`config.mk`:
```
export PLATFORM = sky130hd
export DESIGN_NAME = dhfbm_div
export DESIGN_NICKNAME = d
export VERILOG_FILES = /design/src/disparity_hole_fill_box_mean_assert.svh /design/src/dhfbm_pkg.sv /design/src/dhfbm_div.sv
export SDC_FILE = /design/constraint.sdc
export NUM_CORES = 1
export LEC_CHECK = 0
export BUFFER_PORTS_ARGS = -buffer_cell sky130_fd_sc_hd__buf_2
export CAP_MARGIN = 20
export CORE_MARGIN = 2
export CORE_UTILIZATION = 45
export DETAILED_ROUTE_END_ITERATION = 16
export GPL_TIMING_DRIVEN = 1
export PLACE_DENSITY_LB_ADDON = 0.08
export SYNTH_ARGS = -nofsm -noshare
export SYNTH_HDL_FRONTEND = slang
export SYNTH_SLANG_ARGS = --single-unit
```
`constraint.sdc`:
```
create_clock -name clock -period 2 [get_ports clock]
set_input_delay 0 -clock clock [delete_from_list [all_inputs] [get_ports clock]]
set_output_delay 0 -clock clock [all_outputs]
set_load 0.005 [all_outputs]
```
`src/disparity_hole_fill_box_mean_assert.svh`:
```
// Assertion macros shared by the hole-fill block.
`ifndef DISPARITY_HOLE_FILL_BOX_MEAN_ASSERT_SVH
`define DISPARITY_HOLE_FILL_BOX_MEAN_ASSERT_SVH
// Same-cycle implication, checked outside reset.
`define DHFBM_ASSERT_NOW(name, clk, rst, ante, cons, msg) \
   name: assert property (@(posedge clk) disable iff (rst) (ante) |-> (cons)) else $error(msg);
// Next-cycle implication, checked outside reset.
`define DHFBM_ASSERT_NEXT(name, clk, rst, ante, cons, msg) \
   name: assert property (@(posedge clk) disable iff (rst) (ante) |=> (cons)) else $error(msg);
`endif

```
`src/dhfbm_pkg.sv`:
```
// Package with shared constants and register codes of the hole-fill block.
`timescale 1ns / 1ps
package dhfbm_pkg;
   localparam int DISP_W         = 12;
   localparam int OUT_W          = 16;
   localparam int GEOM_W         = 11;
   localparam int ROW_W          = 10;
   localparam int MAX_HEIGHT     = 1024;
   localparam int DEF_WIDTH      = 640;
   localparam int DEF_HEIGHT     = 480;
   localparam int MAX_WIDTH_DEF  = 1024;
   localparam int RADIUS_DEF     = 2;
   localparam int CSR_DATA_W     = 32;
   localparam int CSR_ADDR_W     = 3;
   localparam logic CSR_FRAME_WIDTH  = 1'b0;
   localparam logic CSR_FRAME_HEIGHT = 1'b1;
   localparam logic KIND_PIXEL = 1'b0;
   localparam logic KIND_FLUSH = 1'b1;
endpackage

```
`src/dhfbm_div.sv`:
```
// Restoring divider, one quotient bit per cycle.
`timescale 1ns / 1ps
module dhfbm_div import dhfbm_pkg::*; #(
   parameter int NUM_W = 20,
   parameter int DEN_W = 5
) (
   input  logic             clock,
   input  logic             reset,
   input  logic             start,
   input  logic [NUM_W-1:0] dividend,
   input  logic [DEN_W-1:0] divisor,
   output logic             done,
   output logic [NUM_W-1:0] quotient
);
   localparam int CNT_W = $clog2(NUM_W + 1);

   logic             busy_ff, busy_in;
   logic             done_ff, done_in;
   logic [CNT_W-1:0] cnt_ff, cnt_in;
   logic [NUM_W-1:0] quo_ff, quo_in;
   logic [DEN_W-1:0] rem_ff, rem_in;
   logic [DEN_W:0]   trial;

   always_comb begin
      busy_in = busy_ff;
      done_in = 1'b0;
      cnt_in  = cnt_ff;
      quo_in  = quo_ff;
      rem_in  = rem_ff;
      trial   = {rem_ff, quo_ff[NUM_W-1]};
      if (start) begin
         busy_in = 1'b1;
         cnt_in  = CNT_W'(NUM_W);
         quo_in  = dividend;
         rem_in  = '0;
      end else if (busy_ff) begin
         if (trial >= {1'b0, divisor}) begin
            rem_in = DEN_W'(trial - {1'b0, divisor});
            quo_in = {quo_ff[NUM_W-2:0], 1'b1};
         end else begin
            rem_in = DEN_W'(trial);
            quo_in = {quo_ff[NUM_W-2:0], 1'b0};
         end
         cnt_in = cnt_ff - 1'b1;
         if (cnt_ff == CNT_W'(1)) begin
            busy_in = 1'b0;
            done_in = 1'b1;
         end
      end
   end

   always_ff @(posedge clock) begin
      if (reset) begin
         busy_ff <= 1'b0;
         done_ff <= 1'b0;
         cnt_ff  <= '0;
      end else begin
         busy_ff <= busy_in;
         done_ff <= done_in;
         cnt_ff  <= cnt_in;
      end
      quo_ff <= quo_in;
      rem_ff <= rem_in;
   end

   assign done     = done_ff;
   assign quotient = quo_ff;
endmodule

```
# Word level (Yosys, flattened, before mapping)
# Cells that the tools add are included.
[word_totals] out_inout_bits=21 regBits=32
[op_classes] bitwise=1 reduce_logical=3 addsub=2 mux=10 eq_ne=1 order_cmp=1
[ops] operator="2-to-1 mux 20 bit" count=2
[ops] operator="2-to-1 mux 5 bit" count=3
[ops] operator=">= comparator 6 x 5 -> 1 bit" count=1
[ops] operator="equality test 5 x 1 -> 1 bit, second input constant" count=1
[ops] operator="2-to-1 mux 1 bit" count=5
[ops] operator="subtractor 5 x 1 -> 5 bit, second input constant" count=1
[ops] operator="subtractor 5 bit" count=1
[ops] operator="OR reduction 3 bit" count=1
[ops] operator="nonzero test 2 bit" count=1
[ops] operator="OR reduction 2 bit" count=1
[ops] operator="inverter 1 bit" count=1

# Longest topological paths before layout
[logic_depth] word_depth=4 mapped_depth=8

# Least setup slack after synthesis
# Ideal clock, no wire load.
[synth_path] path_type="flip-flop to flip-flop" startpoint="reg quo_ff[19], in the netlist quotient[19]" endpoint="reg quo_ff[0], in the netlist quotient[0] (data pin)" period_less_slack_ns=2.228 slack_ns=-0.228 arrival_ns=1.968 stages_incl_launch_ff=9 path_cell_list="edfxtp_1 inv_1 ha_1 inv_1 fa_1 a21o_1 o211a_4 or2_4 mux2_2"
[synth_via] elab_chain_len=4
[synth_rtl] item="start: declaration" line_no="dhfbm_div.sv:20" source="logic [NUM_W-1:0] quo_ff, quo_in;"
[synth_rtl] item="start signal: assignment" line_no="dhfbm_div.sv:62" source="quo_ff <= quo_in;"
[synth_rtl] item=">= comparator 6 x 5 -> 1 bit" line_no="dhfbm_div.sv:37" source="if (trial >= {1'b0, divisor}) begin"
[synth_rtl] item="2-to-1 mux 1 bit" line_no="dhfbm_div.sv:37"
[synth_rtl] item="2-to-1 mux 20 bit" line_no="dhfbm_div.sv:36" source="end else if (busy_ff) begin"
[synth_rtl] item="2-to-1 mux 20 bit" line_no="dhfbm_div.sv:31" source="if (start) begin"
[synth_rtl] item="net quo_in[0]" line_no="dhfbm_div.sv:20"
# The timed path passes the listed nets, and every way through them passes these cells. The select of a mux whose other input is x is not followed.
# A chain may end at the register's enable or synchronous reset.

# Worst setup path after layout
# Same ends and word-level chain as after synthesis.

==> qor.txt <==
post-synthesis register bit count: 32
Layout Utilization: 66.9%
Finished Layout Cells: 256
all-layer global routing usage: 20.5%
post-synthesis sequential area ratio: 52.8%
via count: 1,281
hpwl dp: 2.25 mm
Netlist cell types: 33
final wirelength: 3.63 mm
share of cells above drive strength 1: 45.2%
core footprint: 3360 um^2
max frequency: 0.450 GHz
IO Pins: 49
pwr dens: 694 nW/um^2
post-layout net count: 245
# rows: 21
vias per std cell: 5.00
initial antenna violation count: 0
failing checks: negative setup slack
fin. max-slew vios: 0
Post-Place Setup Slack: -0.202 ns
post-synthesis net count: 164
number of routed nets with antenna violations: 0
clock buffer depth: 2
starting DRC count in detailed routing: 53
Ant. Diodes: 0
TritonCTS buffer count: 5
Tcrit/Tclk final: 111%
Syn Area/Cell: 12.4 um^2
Leakage Power: 0.990 nW
Worst Hold Class: input pin to flop
vias in the first global route: 1,359
first-pass GRT wire length: 6.35 mm
status: complete, but fails checks
starting density of the core: 47.3%
Arrival @ worst endpoint: 2.32 ns
CTS clk-pin slew, worst paths: 0.10 ns
area delta synth->final: 41.4%
Hold Slack: 0.241 ns
Worst-Skew Late Latency: 0.33 ns
Die Y: 63.5 um
Critical Path Max Stage Delay: 0.42 ns
Slew HR: 55.5%
clock sinks: 32
Synth Warn #: 0
PortBufs: 48
Root Buffer: clkbuf_4
H-tree depth: 2
pin count of the biggest net entering global routing: 33
crit path launch type: flop
max cap viols: 0
die area: 4030 um^2
RSZ-0062 raised after global routing: yes
worst setup margin: -0.222 ns
Final Hold Vio Count: 0
critical path class: flop to flop
Mapped Cells: 128
critical path cell sequence: inv_1 -> ha_2 -> inv_2 -> fa_2 -> a21o_1 -> o211a_4 -> or2_4 -> mux2_2
total gr overflow: 0
CP required: 2.10 ns
Cell Area, Synth: 1590 um^2
critical path's slowest cell: edfxtp_1
Final Critical Period: 2.22 ns
Final setup viols: 6
Die X: 63.5 um
peak supply drop: 536 uV
DP Cell Count: 223
Final Wtd Congestion: 0.743
CTS tree: built
setup tns final: -0.927 ns
crit path max fanout: 4
Crit. End Element: flop
DR DRC count: 0
Final Skew: 0.0132 ns
Worst Tran Pin Value: 0.668 ns
Routed WL per cell: 14.2 um
Reg2Reg Setup Slack: -0.22 ns
DRT Pass-1 Iters: 4
repair_timing:
item,in CTS,in global routing
pin swaps,3,3
setup buffers,3,1
endpoints found under the setup margin,6,6
hold buffers,21,0
hold endpoints to repair,27,0
resized for setup,5,3
state kept, by name (all words and copies together) (netlist names):
register and cells:
rem_ff 5, done 1, busy_ff 1, quotient 20
cnt_ff 5
Yosys cell counts:
master | count | share of area [%]
inv_1 | 12 | 2.8
or2_4 | 1 | 0.55
o21ai_0 | 1 | 0.31
edfxtp_1 | 20 | 38
dfxtp_1 | 12 | 15
or4b_1 | 1 | 0.63
nor3_1 | 3 | 0.94
buf_1 | 2 | 0.47
nor4b_1 | 3 | 1.7
xor2_1 | 3 | 1.7
mux2_2 | 20 | 14
nand2_1 | 7 | 1.7
a32o_1 | 1 | 0.63
or3_1 | 1 | 0.39
a21o_1 | 1 | 0.47
o41ai_1 | 1 | 0.55
nor4_1 | 2 | 0.79
mux2i_1 | 1 | 0.63
a311oi_1 | 1 | 0.55
nor3b_1 | 2 | 0.94
a311o_1 | 2 | 1.3
nor2_1 | 5 | 1.2
a21oi_1 | 5 | 1.6
xnor2_1 | 3 | 1.7
nor2b_1 | 1 | 0.39
a2111oi_0 | 1 | 0.55
ha_1 | 7 | 5.5
fa_1 | 1 | 1.3
and3_4 | 1 | 0.71
a31o_1 | 1 | 0.55
nand3b_1 | 2 | 0.94
o211a_4 | 1 | 1.1
clkbuf_1 | 3 | 0.71
area by class of cell:
| class | instances | area [um^2] |
|---|---|---|
| Clock inverter | 3 | 13.8 |
| Timing Repair Buffer | 79 | 529 |
| Multi-Input combinational cell | 79 | 727 |
| Clock buffer | 5 | 37.5 |
| Fill cell | 280 | 1110 |
| Sequential cell | 32 | 841 |
| Tap cell | 46 | 57.6 |
| Inverter | 12 | 45.0 |
metal layers:
layer / vias up / GRT usage [%] / share of wire (%)
met5: - / 0 / 0
met4: 0 / 5.71 / 1.4
met3: 5 / 5.89 / 4.3
met2: 32 / 34.7 / 48
met1: 609 / 25.4 / 46
li1: 635 / - / -
path summary, 6_finish.rpt:
check	start	endpoint	cells after the start
setup / recovery	quotient[19]$_DFFE_PP_	quotient[0]$_DFFE_PP_	8
hold / removal	divisor[0]	rem_ff[0]$_SDFFE_PP0P_	4
setup reg to reg	quotient[19]$_DFFE_PP_	quotient[0]$_DFFE_PP_	8
hold reg to reg	rem_ff[4]$_SDFFE_PP0P_	rem_ff[4]$_SDFFE_PP0P_	1
layout by cell type, fill, tap and decap left out, types with 2 or more instances in the layout:
master / count
buf_4: 9
a311o_1: 2
inv_1: 11
clkinv_2: 2
dlygate4sd3_1: 21
xnor2_1: 3
xor2_1: 3
buf_2: 48
dfxtp_1: 12
nor4b_1: 2
mux2_2: 20
nand3b_1: 2
nor3b_1: 2
edfxtp_1: 20
clkbuf_4: 5
nor2_1: 5
ha_1: 6
a21oi_1: 5
nand2_1: 7
nor3_1: 3
cell families after synthesis:
group,Yosys count,share of synthesized area (%)
and+or+nand+nor,29,10.8
muxes,21,14.8
AOI/OAI and AO/OA,15,7.55
adders and majority gates,8,6.76
buffers and inverters,17,4.01
xor gates and xnor gates,6,3.30
DFF,32,52.8
per-stage QoR:
stage          cell area (um^2)  power (mW)
2_1_floorplan              1590        1.02
3_3_place_gp               1920        1.14
3_5_place_dp               1920        1.15
4_1_cts                    2230        1.56
5_1_grt                    2250        1.65
6_report                   2250        1.56
power by group:
part | leakage [nW] | switching [mW] | internal (mW) | total [mW]
logic | 0.657 | 0.169 | 0.221 | 0.390
registers | 0.300 | 0.0461 | 0.778 | 0.824
clock network | 0.0324 | 0.221 | 0.129 | 0.349
total | 0.990 | 0.436 | 1.13 | 1.56
critical path: cells and delay by family (launching register included):
| kind | cells | cell delay, ns |
|---|---|---|
| compound gates | 2 | 0.43 |
| buf+inv | 2 | 0.11 |
| simple gates | 1 | 0.27 |
| flops | 1 | 0.42 |
| fa+ha+maj | 2 | 0.51 |
| mux | 1 | 0.26 |
No activity file was read; power rests on OpenSTA's default activity.
